File: src/rtl/toc_pkg.sv
package toc_pkg;

   typedef enum logic [3:0] {
      MODE_NONE        = 4'd0,
      MODE_HEIGHT      = 4'd1,
      MODE_SLOPE       = 4'd2,
      MODE_BAND        = 4'd3,
      MODE_DISTANCE    = 4'd4,
      MODE_ROUGHNESS   = 4'd5,
      MODE_ASPECT      = 4'd6,
      MODE_ERODIBILITY = 4'd7,
      MODE_SOIL        = 4'd8
   } mode_type;

   typedef enum logic [1:0] {
      BAND_WATER     = 2'd0,
      BAND_LOWLAND   = 2'd1,
      BAND_HILLS     = 2'd2,
      BAND_MOUNTAINS = 2'd3
   } band_type;

   typedef enum logic [2:0] {
      SEC_RED     = 3'd0,
      SEC_YELLOW  = 3'd1,
      SEC_GREEN   = 3'd2,
      SEC_CYAN    = 3'd3,
      SEC_BLUE    = 3'd4,
      SEC_MAGENTA = 3'd5
   } sector_type;

   typedef struct packed {
      logic [7:0] red;
      logic [7:0] green;
      logic [7:0] blue;
      logic [7:0] alpha;
   } pixel_type;

   localparam int          CSR_ADDR_W  = 3;
   localparam logic        REG_MODE    = 1'b0;
   localparam logic        REG_DMAX    = 1'b1;
   localparam logic [15:0] DMAX_RESET  = 16'd16;

   localparam logic [7:0]  ALPHA_RAMP  = 8'd180;
   localparam logic [7:0]  ALPHA_FLAT  = 8'd200;

   // floor(d / 3) == (d * 21846) >> 16 for 0 <= d < 32768
   localparam logic [15:0] SOIL_RECIP  = 16'd21846;
   localparam int          SOIL_SHIFT  = 16;

   function automatic pixel_type band_pixel(input logic [1:0] code);
      pixel_type p;
      case (code)
         BAND_WATER:     p = '{8'd30,  8'd60,  8'd180, ALPHA_FLAT};
         BAND_LOWLAND:   p = '{8'd120, 8'd180, 8'd80,  ALPHA_FLAT};
         BAND_HILLS:     p = '{8'd200, 8'd170, 8'd80,  ALPHA_FLAT};
         BAND_MOUNTAINS: p = '{8'd180, 8'd180, 8'd190, ALPHA_FLAT};
         default:        p = '{8'd180, 8'd180, 8'd190, ALPHA_FLAT};
      endcase
      return p;
   endfunction

endpackage

File: src/rtl/toc_channels.sv
interface toc_req_if;
   logic               valid;
   logic               ready;
   logic signed [15:0] height_value;
   logic signed [15:0] slope_value;
   logic [1:0]         band_code;
   logic [15:0]        ocean_distance;
   logic signed [15:0] roughness_value;
   logic signed [15:0] aspect_angle;
   logic signed [15:0] erodibility_value;
   logic signed [15:0] soil_depth_value;

   modport source (
      output valid, height_value, slope_value, band_code, ocean_distance,
             roughness_value, aspect_angle, erodibility_value, soil_depth_value,
      input  ready
   );
   modport sink (
      input  valid, height_value, slope_value, band_code, ocean_distance,
             roughness_value, aspect_angle, erodibility_value, soil_depth_value,
      output ready
   );
endinterface

interface toc_rsp_if;
   logic       valid;
   logic       ready;
   logic [7:0] red;
   logic [7:0] green;
   logic [7:0] blue;
   logic [7:0] alpha;

   modport source (output valid, red, green, blue, alpha, input ready);
   modport sink (input valid, red, green, blue, alpha, output ready);
endinterface

File: src/rtl/terrain_overlay_colorizer.sv
// terrain overlay colorizer
// req_ch carries one terrain tile per word; rsp_ch returns one RGBA overlay
// pixel for it, or nothing when overlay_mode is none or an unused code.
// csr port (APB style, pready tied high): 0x0 overlay_mode, 0x4 distance_max;
// the mode and distance maximum are sampled as a word enters the pipeline.
// pipeline: input, prep and seed stages, then the bit-per-stage restoring
// divider shared by the distance ramp and the hue wheel, then a color stage.
// throughput: one word per cycle while rsp_ch.ready is high, in every mode.
// stalls: each stage holds its word while the next stage is full and stalled;
// empty stages keep filling, so req_ch.ready drops only when every stage
// holds a word and rsp_ch.ready is low. rsp_ch.ready high implies
// req_ch.ready high. nothing is lost or repeated across a stall.
// reset: synchronous, active high; empties the pipeline, overlay_mode
// returns to none and distance_max to 16.
module terrain_overlay_colorizer #(
   parameter int FRAC_BITS = 12
) (
   input  logic                             clock,
   input  logic                             reset,
   toc_req_if.sink                          req_ch,
   toc_rsp_if.source                        rsp_ch,
   input  logic                             csr_psel,
   input  logic                             csr_penable,
   input  logic                             csr_pwrite,
   input  logic [toc_pkg::CSR_ADDR_W-1:0]   csr_paddr,
   input  logic [31:0]                      csr_pwdata,
   output logic [31:0]                      csr_prdata,
   output logic                             csr_pready
);
   import toc_pkg::*;

   localparam int              F       = FRAC_BITS;
   localparam int              T_W     = F + 1;
   localparam logic [T_W-1:0]  ONE_FX  = T_W'(1) << F;
   localparam longint          PI_Q28  = 64'sd843314857;
   localparam longint          PI_L    = (PI_Q28 + (64'sd1 <<< (27 - F))) >>> (28 - F);
   localparam int              D_W     = 16;
   localparam logic [D_W-1:0]  PI_FX   = D_W'(PI_L);
   localparam int              U_W     = $clog2(2 * PI_L + 1);
   localparam int              H_W     = $clog2(6 * PI_L + 1);
   localparam int              SUM_W   = ((U_W > 16) ? U_W : 16) + 2;
   localparam int              P_W     = F + 10;
   localparam int              SQ_W    = 14;
   localparam int              N_STG   = F + 4;
   localparam int              S_DIV   = 3;
   localparam int              S_OUT   = N_STG - 1;

   localparam logic signed [15:0]      ONE_S   = 16'(1 << F);
   localparam logic signed [SUM_W-1:0] TWO_PI  = SUM_W'(2 * PI_L);

   typedef struct packed {
      mode_type           mode;
      logic signed [15:0] height;
      logic signed [15:0] slope;
      logic [1:0]         band;
      logic [15:0]        ocean;
      logic signed [15:0] rough;
      logic signed [15:0] aspect;
      logic signed [15:0] erod;
      logic signed [15:0] soil;
      logic [15:0]        dmax;
   } in_type;

   typedef struct packed {
      mode_type        mode;
      logic [T_W-1:0]  t;
      logic [SQ_W-1:0] soil_q;
      logic [1:0]      band;
      logic [U_W-1:0]  u;
      logic [15:0]     ocean;
      logic [15:0]     dmax;
      logic            sat;
      logic            dzero;
   } prep_type;

   typedef struct packed {
      mode_type        mode;
      logic [T_W-1:0]  t;
      logic [1:0]      band;
      logic [2:0]      sec;
      logic [D_W-1:0]  rem;
      logic [D_W-1:0]  div;
      logic [F-1:0]    quo;
      logic            use_quo;
   } div_type;

   logic [3:0]       mode_ff;
   logic [15:0]      dmax_ff;
   logic [N_STG-1:0] v_ff;
   logic [N_STG-1:0] v_in;
   logic [N_STG-1:0] go;
   logic             entry_ok;

   in_type    in_ff;
   prep_type  prep_ff;
   prep_type  prep_in;
   div_type   seed_ff;
   div_type   seed_in;
   div_type   div_ff [F];
   pixel_type out_ff;
   pixel_type out_in;

   function automatic logic [7:0] scale_fx(input logic [T_W-1:0] t, input logic [7:0] k);
      logic [P_W-1:0] p;
      p = P_W'(t) * P_W'(k);
      return p[F+7:F];
   endfunction

   function automatic logic [7:0] lerp_fx(input logic [T_W-1:0] t, input logic [7:0] a,
                                          input logic [7:0] b);
      logic [P_W-1:0] p;
      p = P_W'(a) * P_W'(ONE_FX - t) + P_W'(b) * P_W'(t);
      return p[F+7:F];
   endfunction

   // csr port
   assign csr_pready = 1'b1;

   always_ff @(posedge clock) begin
      if (reset) begin
         mode_ff <= MODE_NONE;
         dmax_ff <= DMAX_RESET;
      end else if (csr_psel && csr_penable && csr_pwrite) begin
         case (csr_paddr[2])
            REG_MODE: mode_ff <= csr_pwdata[3:0];
            REG_DMAX: dmax_ff <= csr_pwdata[15:0];
            default:  ;
         endcase
      end
   end

   always_comb begin
      case (csr_paddr[2])
         REG_MODE: csr_prdata = {28'd0, mode_ff};
         REG_DMAX: csr_prdata = {16'd0, dmax_ff};
         default:  csr_prdata = '0;
      endcase
   end

   // pipeline flow control
   for (genvar g = 0; g < N_STG; g++) begin : g_go
      assign go[g] = rsp_ch.ready || !(&v_ff[N_STG-1:g]);
   end

   assign entry_ok     = req_ch.valid && (mode_ff != MODE_NONE) && (mode_ff <= MODE_SOIL);
   assign req_ch.ready = go[0];
   assign v_in         = (go & {v_ff[N_STG-2:0], entry_ok}) | (~go & v_ff);

   always_ff @(posedge clock) begin
      if (reset) begin
         v_ff <= '0;
      end else begin
         v_ff <= v_in;
      end
   end

   // input stage
   always_ff @(posedge clock) begin
      if (go[0]) begin
         in_ff.mode   <= mode_type'(mode_ff);
         in_ff.height <= req_ch.height_value;
         in_ff.slope  <= req_ch.slope_value;
         in_ff.band   <= req_ch.band_code;
         in_ff.ocean  <= req_ch.ocean_distance;
         in_ff.rough  <= req_ch.roughness_value;
         in_ff.aspect <= req_ch.aspect_angle;
         in_ff.erod   <= req_ch.erodibility_value;
         in_ff.soil   <= req_ch.soil_depth_value;
         in_ff.dmax   <= dmax_ff;
      end
   end

   // prep stage: clamp to unit range, soil divide by three, aspect offset
   always_comb begin
      logic signed [15:0]      sel;
      logic [29:0]             sp;
      logic signed [SUM_W-1:0] sum;
      case (in_ff.mode)
         MODE_SLOPE:       sel = in_ff.slope;
         MODE_ROUGHNESS:   sel = in_ff.rough;
         MODE_ERODIBILITY: sel = in_ff.erod;
         default:          sel = in_ff.height;
      endcase
      sp  = 30'(in_ff.soil[14:0]) * 30'(SOIL_RECIP);
      sum = SUM_W'(in_ff.aspect) + SUM_W'(PI_L);

      prep_in.mode = in_ff.mode;
      if (sel < 0) begin
         prep_in.t = '0;
      end else if (sel > ONE_S) begin
         prep_in.t = ONE_FX;
      end else begin
         prep_in.t = T_W'(sel);
      end
      prep_in.soil_q = (in_ff.soil <= 0) ? '0 : sp[SOIL_SHIFT +: SQ_W];
      if (sum < 0) begin
         prep_in.u = '0;
      end else if (sum > TWO_PI) begin
         prep_in.u = U_W'(TWO_PI);
      end else begin
         prep_in.u = U_W'(sum);
      end
      prep_in.band  = in_ff.band;
      prep_in.ocean = in_ff.ocean;
      prep_in.dmax  = in_ff.dmax;
      prep_in.sat   = in_ff.ocean >= in_ff.dmax;
      prep_in.dzero = in_ff.dmax == '0;
   end

   always_ff @(posedge clock) begin
      if (go[1]) begin
         prep_ff <= prep_in;
      end
   end

   // seed stage: hue sector, divider operands and soil clamp
   always_comb begin
      logic [H_W-1:0] h3;
      logic [H_W-1:0] base;
      logic [2:0]     k;
      h3   = H_W'({prep_ff.u, 1'b0}) + H_W'(prep_ff.u);
      k    = '0;
      base = '0;
      for (int j = 1; j <= 6; j++) begin
         if (h3 >= H_W'(j * PI_L)) begin
            k    = 3'(j);
            base = H_W'(j * PI_L);
         end
      end

      seed_in.mode    = prep_ff.mode;
      seed_in.band    = prep_ff.band;
      seed_in.sec     = (k == 3'd6) ? SEC_RED : k;
      seed_in.quo     = '0;
      seed_in.rem     = '0;
      seed_in.div     = '0;
      seed_in.use_quo = 1'b0;
      seed_in.t       = prep_ff.t;
      case (prep_ff.mode)
         MODE_DISTANCE: begin
            seed_in.rem     = prep_ff.ocean;
            seed_in.div     = prep_ff.dmax;
            seed_in.use_quo = !prep_ff.sat && !prep_ff.dzero;
            seed_in.t       = prep_ff.dzero ? '0 : ONE_FX;
         end
         MODE_ASPECT: begin
            seed_in.rem     = D_W'(h3 - base);
            seed_in.div     = PI_FX;
            seed_in.use_quo = 1'b1;
         end
         MODE_SOIL: begin
            seed_in.t = (16'(prep_ff.soil_q) > 16'(ONE_FX)) ? ONE_FX : T_W'(prep_ff.soil_q);
         end
         default: ;
      endcase
   end

   always_ff @(posedge clock) begin
      if (go[2]) begin
         seed_ff <= seed_in;
      end
   end

   // restoring divider, one quotient bit per stage
   for (genvar g = 0; g < F; g++) begin : g_div
      div_type      src;
      div_type      div_in;
      logic [D_W:0] r2;
      logic         q_bit;

      if (g == 0) begin : g_first
         assign src = seed_ff;
      end else begin : g_next
         assign src = div_ff[g-1];
      end

      always_comb begin
         r2         = {src.rem, 1'b0};
         q_bit      = r2 >= {1'b0, src.div};
         div_in     = src;
         div_in.rem = q_bit ? D_W'(r2 - {1'b0, src.div}) : r2[D_W-1:0];
         div_in.quo = {src.quo[F-2:0], q_bit};
      end

      always_ff @(posedge clock) begin
         if (go[S_DIV+g]) begin
            div_ff[g] <= div_in;
         end
      end
   end

   // color stage
   always_comb begin
      div_type        d;
      logic [T_W-1:0] t;
      logic [T_W-1:0] f;
      logic [7:0]     up;
      logic [7:0]     dn;
      logic [7:0]     g;
      d  = div_ff[F-1];
      f  = {1'b0, d.quo};
      t  = d.use_quo ? f : d.t;
      up = scale_fx(f, 8'd255);
      dn = scale_fx(ONE_FX - f, 8'd255);
      g  = scale_fx(t, 8'd255);
      case (d.mode)
         MODE_HEIGHT: out_in = '{g, g, g, ALPHA_RAMP};
         MODE_SLOPE, MODE_ROUGHNESS:
            out_in = '{g, scale_fx(t, 8'd230), scale_fx(ONE_FX - t, 8'd20), ALPHA_RAMP};
         MODE_BAND: out_in = band_pixel(d.band);
         MODE_DISTANCE:
            out_in = '{scale_fx(t, 8'd220) + 8'd20, scale_fx(ONE_FX - t, 8'd220) + 8'd20,
                       8'd30, ALPHA_RAMP};
         MODE_ASPECT: begin
            case (d.sec)
               SEC_RED:     out_in = '{8'd255, up, 8'd0, ALPHA_RAMP};
               SEC_YELLOW:  out_in = '{dn, 8'd255, 8'd0, ALPHA_RAMP};
               SEC_GREEN:   out_in = '{8'd0, 8'd255, up, ALPHA_RAMP};
               SEC_CYAN:    out_in = '{8'd0, dn, 8'd255, ALPHA_RAMP};
               SEC_BLUE:    out_in = '{up, 8'd0, 8'd255, ALPHA_RAMP};
               default:     out_in = '{8'd255, 8'd0, dn, ALPHA_RAMP};
            endcase
         end
         MODE_ERODIBILITY:
            out_in = '{lerp_fx(t, 8'd40, 8'd200), lerp_fx(t, 8'd180, 8'd80),
                       lerp_fx(t, 8'd60, 8'd60), ALPHA_FLAT};
         MODE_SOIL:
            out_in = '{lerp_fx(t, 8'd220, 8'd80), lerp_fx(t, 8'd200, 8'd60),
                       lerp_fx(t, 8'd140, 8'd30), ALPHA_FLAT};
         default: out_in = '0;
      endcase
   end

   always_ff @(posedge clock) begin
      if (go[S_OUT]) begin
         out_ff <= out_in;
      end
   end

   assign rsp_ch.valid = v_ff[S_OUT];
   assign rsp_ch.red   = out_ff.red;
   assign rsp_ch.green = out_ff.green;
   assign rsp_ch.blue  = out_ff.blue;
   assign rsp_ch.alpha = out_ff.alpha;

endmodule

File: src/flat_wrapper.sv
// flat-port wrapper written by rule: the top's interface ports become plain ports
module terrain_overlay_colorizer_flat import toc_pkg::*;
#(
   parameter int FRAC_BITS = 12
)
  (clock, reset, csr_psel, csr_penable, csr_pwrite, csr_paddr, csr_pwdata, csr_prdata, csr_pready, req_ch_valid, req_ch_height_value, req_ch_slope_value, req_ch_band_code, req_ch_ocean_distance, req_ch_roughness_value, req_ch_aspect_angle, req_ch_erodibility_value, req_ch_soil_depth_value, req_ch_ready, rsp_ch_valid, rsp_ch_red, rsp_ch_green, rsp_ch_blue, rsp_ch_alpha, rsp_ch_ready);
  toc_req_if req_ch_i ();
  toc_rsp_if rsp_ch_i ();
  input  logic clock;
  input  logic reset;
  input  logic csr_psel;
  input  logic csr_penable;
  input  logic csr_pwrite;
  input  logic [toc_pkg::CSR_ADDR_W-1:0] csr_paddr;
  input  logic [31:0] csr_pwdata;
  output logic [31:0] csr_prdata;
  output logic csr_pready;
  input wire logic [$bits(req_ch_i.valid)-1:0] req_ch_valid;
  input wire logic [$bits(req_ch_i.height_value)-1:0] req_ch_height_value;
  input wire logic [$bits(req_ch_i.slope_value)-1:0] req_ch_slope_value;
  input wire logic [$bits(req_ch_i.band_code)-1:0] req_ch_band_code;
  input wire logic [$bits(req_ch_i.ocean_distance)-1:0] req_ch_ocean_distance;
  input wire logic [$bits(req_ch_i.roughness_value)-1:0] req_ch_roughness_value;
  input wire logic [$bits(req_ch_i.aspect_angle)-1:0] req_ch_aspect_angle;
  input wire logic [$bits(req_ch_i.erodibility_value)-1:0] req_ch_erodibility_value;
  input wire logic [$bits(req_ch_i.soil_depth_value)-1:0] req_ch_soil_depth_value;
  output wire logic [$bits(req_ch_i.ready)-1:0] req_ch_ready;
  output wire logic [$bits(rsp_ch_i.valid)-1:0] rsp_ch_valid;
  output wire logic [$bits(rsp_ch_i.red)-1:0] rsp_ch_red;
  output wire logic [$bits(rsp_ch_i.green)-1:0] rsp_ch_green;
  output wire logic [$bits(rsp_ch_i.blue)-1:0] rsp_ch_blue;
  output wire logic [$bits(rsp_ch_i.alpha)-1:0] rsp_ch_alpha;
  input wire logic [$bits(rsp_ch_i.ready)-1:0] rsp_ch_ready;
  assign req_ch_i.valid = req_ch_valid;
  assign req_ch_i.height_value = req_ch_height_value;
  assign req_ch_i.slope_value = req_ch_slope_value;
  assign req_ch_i.band_code = req_ch_band_code;
  assign req_ch_i.ocean_distance = req_ch_ocean_distance;
  assign req_ch_i.roughness_value = req_ch_roughness_value;
  assign req_ch_i.aspect_angle = req_ch_aspect_angle;
  assign req_ch_i.erodibility_value = req_ch_erodibility_value;
  assign req_ch_i.soil_depth_value = req_ch_soil_depth_value;
  assign req_ch_ready = req_ch_i.ready;
  assign rsp_ch_valid = rsp_ch_i.valid;
  assign rsp_ch_red = rsp_ch_i.red;
  assign rsp_ch_green = rsp_ch_i.green;
  assign rsp_ch_blue = rsp_ch_i.blue;
  assign rsp_ch_alpha = rsp_ch_i.alpha;
  assign rsp_ch_i.ready = rsp_ch_ready;
  terrain_overlay_colorizer #(.FRAC_BITS(FRAC_BITS)) u_core (.clock(clock), .reset(reset), .req_ch(req_ch_i), .rsp_ch(rsp_ch_i), .csr_psel(csr_psel), .csr_penable(csr_penable), .csr_pwrite(csr_pwrite), .csr_paddr(csr_paddr), .csr_pwdata(csr_pwdata), .csr_prdata(csr_prdata), .csr_pready(csr_pready));
endmodule
File: config.mk
export PLATFORM = sky130hd
export DESIGN_NAME = terrain_overlay_colorizer_flat
export DESIGN_NICKNAME = d
export VERILOG_FILES = /design/src/rtl/toc_pkg.sv /design/src/rtl/toc_channels.sv /design/src/rtl/terrain_overlay_colorizer.sv /design/src/flat_wrapper.sv
export SDC_FILE = /design/constraint.sdc
export NUM_CORES = 2
export LEC_CHECK = 0
export CAP_MARGIN = 20
export CORE_MARGIN = 5
export CORE_UTILIZATION = 55
export CTS_CLUSTER_DIAMETER = 80
export DETAILED_ROUTE_END_ITERATION = 12
export DONT_BUFFER_PORTS = 1
export PLACE_DENSITY = 0.75
export SETUP_SLACK_MARGIN = 0.15
export SLEW_MARGIN = 10
export SYNTH_ARGS = -nofsm -noshare
export SYNTH_HDL_FRONTEND = slang
export SYNTH_SLANG_ARGS = --single-unit
File: constraint.sdc
create_clock -name clock -period 16.41 [get_ports clock]
set_clock_uncertainty 0.15 [all_clocks]
set_input_delay 4.1025 -clock clock [delete_from_list [all_inputs] [get_ports clock]]
set_output_delay 4.1025 -clock clock [all_outputs]
set_load 0.05 [all_outputs]
* Yosys cells after proc, flatten, opt, wreduce, memory -nomap -nowiden *
Memories as Yosys holds them, arrays and structs flattened.
Index checks and enable logic that the tools add are counted.

storage, ports and cells
  logic and storage cells = 257
  memories kept = 1
  register bits = 339
  bits of input ports = 156
  bits in writable memories = 804
  output and inout bits = 67

cells by class
  add/sub/neg operators = 26
  bitwise logic cells = 5
  muxes and demuxes = 61
  reductions and logical operators = 63
  multiply operators = 18
  equal/unequal tests = 22
  magnitude comparators = 26

memory list
  memory         words  width  read ports  clocked after memory_dff  wr ports  line                             source
  u_core.div_ff  12     67     12          0                         12        terrain_overlay_colorizer.sv:99  div_type div_ff [F];

operators with widths
  cell                      number
  $mux W16                  16
  $pmux W32 S7              1
  $sub A16 B16 Y16          13
  $ge A17 B16 Y1            12
  $pmux W32 S5              1
  $pmux W32 S2              2
  $pmux W32 S4              1
  $mul A6 B22 Y18 const A   3
  $add A20 B20 Y20          3
  $mux W13                  4
  $ge A17 B16 Y1 const B    3
  $pmux W16 S3              1
  $add A20 B19 Y20          2
  $mul A13 B8 Y20 const B   2
  $mul A13 B6 Y18 const B   2
  $mul A4 B13 Y17 const A   2
  $and A16 B16 Y16          2
  $eq A4 B3 Y1 const B      8
  $mux W15                  2
  $mul A15 B14 Y29 const B  1
  $pmux W13 S2              1
  $mux W1                   25
  $mul A3 B22 Y17 const A   1
  $mul A4 B22 Y18 const A   1
  other kinds (62)          112

* Longest topological paths before layout *
  depth after elaboration = 10
  mapped depth = 33
  depth with buffers taken out = 30

* Worst setup path before layout *
No wires, ideal clock.

  path type = input to output
  start point = in rsp_ch_ready
  end point = out req_ch_ready
  data required time = 12.158 ns
  setup slack = -0.001 ns
  data arrival time = 12.159 ns
  buffers on the path = 0
  cell stages on the path = 10
  path through = nor2b_1 -> and2_1 -> inv_1 -> nor2_1 -> and2_1 -> and3_1 -> and3_1 -> nand3_1 -> nor2_1 -> nand4_1

on the way
  word-level cells in the longest chain between the ends = 1

RTL lines
  item                line                              source
  start, declared     flat_wrapper.sv:33                input wire logic [$bits(rsp_ch_i.ready)-1:0] rsp_ch_ready;
  $logic_or A1 B1 Y1  terrain_overlay_colorizer.sv:142  assign go[g] = rsp_ch.ready || !(&v_ff[N_STG-1:g]);
  end, declared       flat_wrapper.sv:27                output wire logic [$bits(req_ch_i.ready)-1:0] req_ch_ready;

No other way between the ends.

* Worst setup path in the final report *
Same ends and word-level chain as after synthesis.

==> results.sh <==
export IMPL_status="finished, final reports clean"
export IMPL_dr_pass1_iters=7
export IMPL_grt_antenna_before_repair=3
export IMPL_place_congestion=0.982
export IMPL_finalHoldViolCount=0
export IMPL_placed_cell_area_um2=74700
export IMPL_rsz0062_at_grt="false"
export IMPL_cp_data_arrival_time_ns=8.17
export IMPL_ff2ff_setup_slack_ns=6.79
export IMPL_startpoint="rsp_ch_ready"
export IMPL_diodes=0
export IMPL_setup_worst_path_end_class="output pin"
export IMPL_crit_type="in -> out"
export IMPL_synthFlopType="edfxtp_1"
export IMPL_cts_resized=0
export IMPL_period_minus_slack_ns=12.42
export IMPL_crit_buf_inv=3
export IMPL_clock_latency_ns=0.70
export IMPL_initial_utilization=0.553
export IMPL_cts_buffers=101
export IMPL_fp_dieArea_um2=139000
export IMPL_ys_seq_elements=1040
export IMPL_yosysWarningCount=0
export IMPL_core_area_um2=131000
export IMPL_avgViaCountPerCell=5.64
export IMPL_drtAntennaViolNets=0
export IMPL_root_buffer="clkbuf_16"
export IMPL_slew_violations=0
export IMPL_critical_path_top_delay_family="simple AND/OR/NAND/NOR gates"
export IMPL_wl_per_cell_um=18.7
export IMPL_postCtsSetupBuffers=0
export IMPL_finalSetupViolations=0
export IMPL_worst_pin_slew_ns=1.11
export IMPL_cts_hold_fix_buffers=0
export IMPL_critPathRequiredTime_ns=12.16
export IMPL_grt_pass1_wl_um=252000
export IMPL_ys_seq_area_frac=0.425
export IMPL_rows=133
export IMPL_hp_class="reg -> reg"
export IMPL_hold_ws_ns=0.261
export IMPL_die_h_um=373
export IMPL_max_stage_delay_ns=0.85
export IMPL_io_buffers=0
export IMPL_timing_rr_start="u_core.div_ff[2][201]"
export IMPL_post_place_ws_ns=3.99
export IMPL_avgSynthCellArea_um2=11.2
export IMPL_fmax_ghz=0.0805
export IMPL_grt_total_usage=0.223
export IMPL_cp_num_cells=12
export IMPL_synthCells=6472
export IMPL_drive_gt1_frac=0.0613
export IMPL_numClockSinks=1040
export IMPL_syn2layout_area_growth_pct=7.71
export IMPL_multi_input_area_um2=37400
export IMPL_path_max_fanout=59
export IMPL_grt_max_degree=85
export IMPL_synth_cell_types=108
export IMPL_cts_tree="done"
export IMPL_min_delay_start="u_core.div_ff[1][61]"
export IMPL_drv_cap=0
export IMPL_cp_cell_sequence="nor2b_1, and2_1, inv_1, buf_4, nor2_1, and2_1, and3_1, and3_1, nand3_2, buf_4, nor2_1, nand4_1"
export IMPL_startpoint_type="input pin"
export IMPL_fin_area_um2=78200
export IMPL_final_period_utilization=0.757
export IMPL_synth_async_reset_ratio=0
export IMPL_crit_path_end="req_ch_ready"
export IMPL_vias=47150
export IMPL_io_pins=223
export IMPL_nFillCells=10279
export IMPL_reg2reg_to="u_core.rsp_ch.red[7]"
export IMPL_dp_hpwl_um=126000
export IMPL_slowest_stage="nand4_1"
export IMPL_die_x_um=373
export IMPL_r2r_cells=23
export IMPL_route_detailed_drc=0
export IMPL_clk_pin_slew_ns=0.06
export IMPL_syn_area_um2=72600
export IMPL_final_setup_tns_ns=0
export IMPL_timing_final_ws_setup_ns=3.99
export IMPL_overflow=0
export IMPL_wl_um=157000
export IMPL_slew_headroom=0.259
export IMPL_first_global_vias=47807
export IMPL_cts_htree_levels=3
export IMPL_regArea_um2=30900
export IMPL_synth_edff_count=1004
export IMPL_nNetsFinal=7860
export IMPL_drtIter0Drc=3233
export IMPL_cts_path_max_buffers=3
==> cell families after synthesis <==
group | after synthesis | share of synthesized area
other cells | 2 | 0.000103
mux | 132 | 0.0205
xor+xnor | 442 | 0.0549
fa+ha+maj | 1188 | 0.240
flops | 1040 | 0.425
buf+inv | 1149 | 0.0610
simple gates | 1361 | 0.0909
compound gates | 1158 | 0.107
==> synth_stat cells, types with 33 or more instances <==
master / n / share of area
a211oi_1: 33 / 0.0034
a21boi_0: 52 / 0.0054
a21o_1: 113 / 0.012
a21oi_1: 299 / 0.021
and2_1: 67 / 0.0058
clkbuf_1: 67 / 0.0035
dfxtp_1: 36 / 0.0099
edfxtp_1: 1004 / 0.42
fa_1: 347 / 0.096
ha_1: 836 / 0.14
inv_1: 1033 / 0.053
mux2_2: 87 / 0.013
mux2i_1: 37 / 0.0051
nand2_1: 309 / 0.016
nand2b_1: 48 / 0.0041
nand3_1: 101 / 0.0070
nand4_1: 52 / 0.0045
nor2_1: 407 / 0.021
nor2b_1: 76 / 0.0065
nor3_1: 106 / 0.0073
nor4_1: 38 / 0.0033
o21a_1: 62 / 0.0064
o21ai_0: 239 / 0.016
or3_1: 37 / 0.0032
xnor2_1: 302 / 0.036
xor2_1: 130 / 0.016
==> metal layers <==
metal  global-route usage  wire length (µm)  up-vias
met4               0.0651              4820        4
met5                    0                24        -
met3               0.0443             10400      279
met2                0.381             75900     1303
met1                0.291             65700    22818
li1                     -                 -    22746
==> area by class of cell <==
class / count / share of cell area
well taps: 1755 / 0.0281
flip-flops and latches: 1040 / 0.395
clock buffers: 126 / 0.0345
multi-input cells: 4300 / 0.479
inverters: 1037 / 0.0498
clock inverters: 65 / 0.0101
repair buffers: 41 / 0.00435
==> how the worst min path moves through the flow <==
stage                             to  cells after the start
2_1_floorplan    u_core.div_ff[0][0]                      0
3_3_place_gp    u_core.div_ff[0][49]                      0
3_5_place_dp   u_core.div_ff[0][120]                      0
4_1_cts        u_core.div_ff[0][131]                      0
5_1_grt        u_core.div_ff[0][131]                      0
6_report       u_core.div_ff[1][128]                      0
==> state kept, by name, summed over array words and instances (netlist names), named ones only <==
register	count
u_core.g_div.div_in	39
u_core.rsp_ch.alpha	3
u_core.prep_ff	82
u_core.g_div.r2	16
u_core.rsp_ch.red	8
u_core.rsp_ch.blue	8
u_core.dmax_ff	16
u_core.rsp_ch.green	8
u_core.div_ff	706
u_core.in_ff	134
u_core.mode_ff	4
==> cells in the final DEF, fill, tap and decap left out, types with 75 or more instances in the layout <==
| cell | synthesis | layout |
|---|---|---|
| clkbuf_16 | 0 | 102 |
| xnor2_1 | 302 | 302 |
| nand2_1 | 309 | 304 |
| a21oi_1 | 299 | 299 |
| fa_1 | 347 | 347 |
| nor2_1 | 407 | 407 |
| nand3_1 | 101 | 99 |
| nor3_1 | 106 | 106 |
| xor2_1 | 130 | 130 |
| a21o_1 | 113 | 113 |
| o21ai_0 | 239 | 239 |
| inv_1 | 1033 | 1027 |
| ha_1 | 836 | 836 |
| edfxtp_1 | 1004 | 1004 |
| mux2_2 | 87 | 87 |
| nor2b_1 | 76 | 75 |
==> worst register-to-register path, stage by stage (launching register included) <==
cell and delay (ns):
edfxtp_1 0.96, mux2i_1 0.84, ha_1 0.52, and3_1 0.41
nand3_1 0.19, xnor2_1 0.69, inv_1 0.43, ha_1 0.46
xnor2_1 0.41, inv_1 0.14, nand2_1 0.11, o32ai_2 0.11
or2_1 0.26, xor2_1 0.64, ha_1 0.38, nor2_1 0.07
and3_1 0.20, o41ai_1 0.50, a21o_1 0.18, a21oi_1 0.07
xnor2_1 0.21, xnor2_1 0.56, o221ai_1 0.27, or4_1 0.54
==> stage by stage <==
stage	instances	utilization
after floorplan	6489	-
after detailed placement	8170	0.569
final	8364	0.596
after global placement	8170	0.569
after CTS	8361	0.595
after global routing	8364	0.596
Power is left out: the tool's default activity adds up to more than one toggle a clock period on the data nets, which glitch-free logic cannot reach.
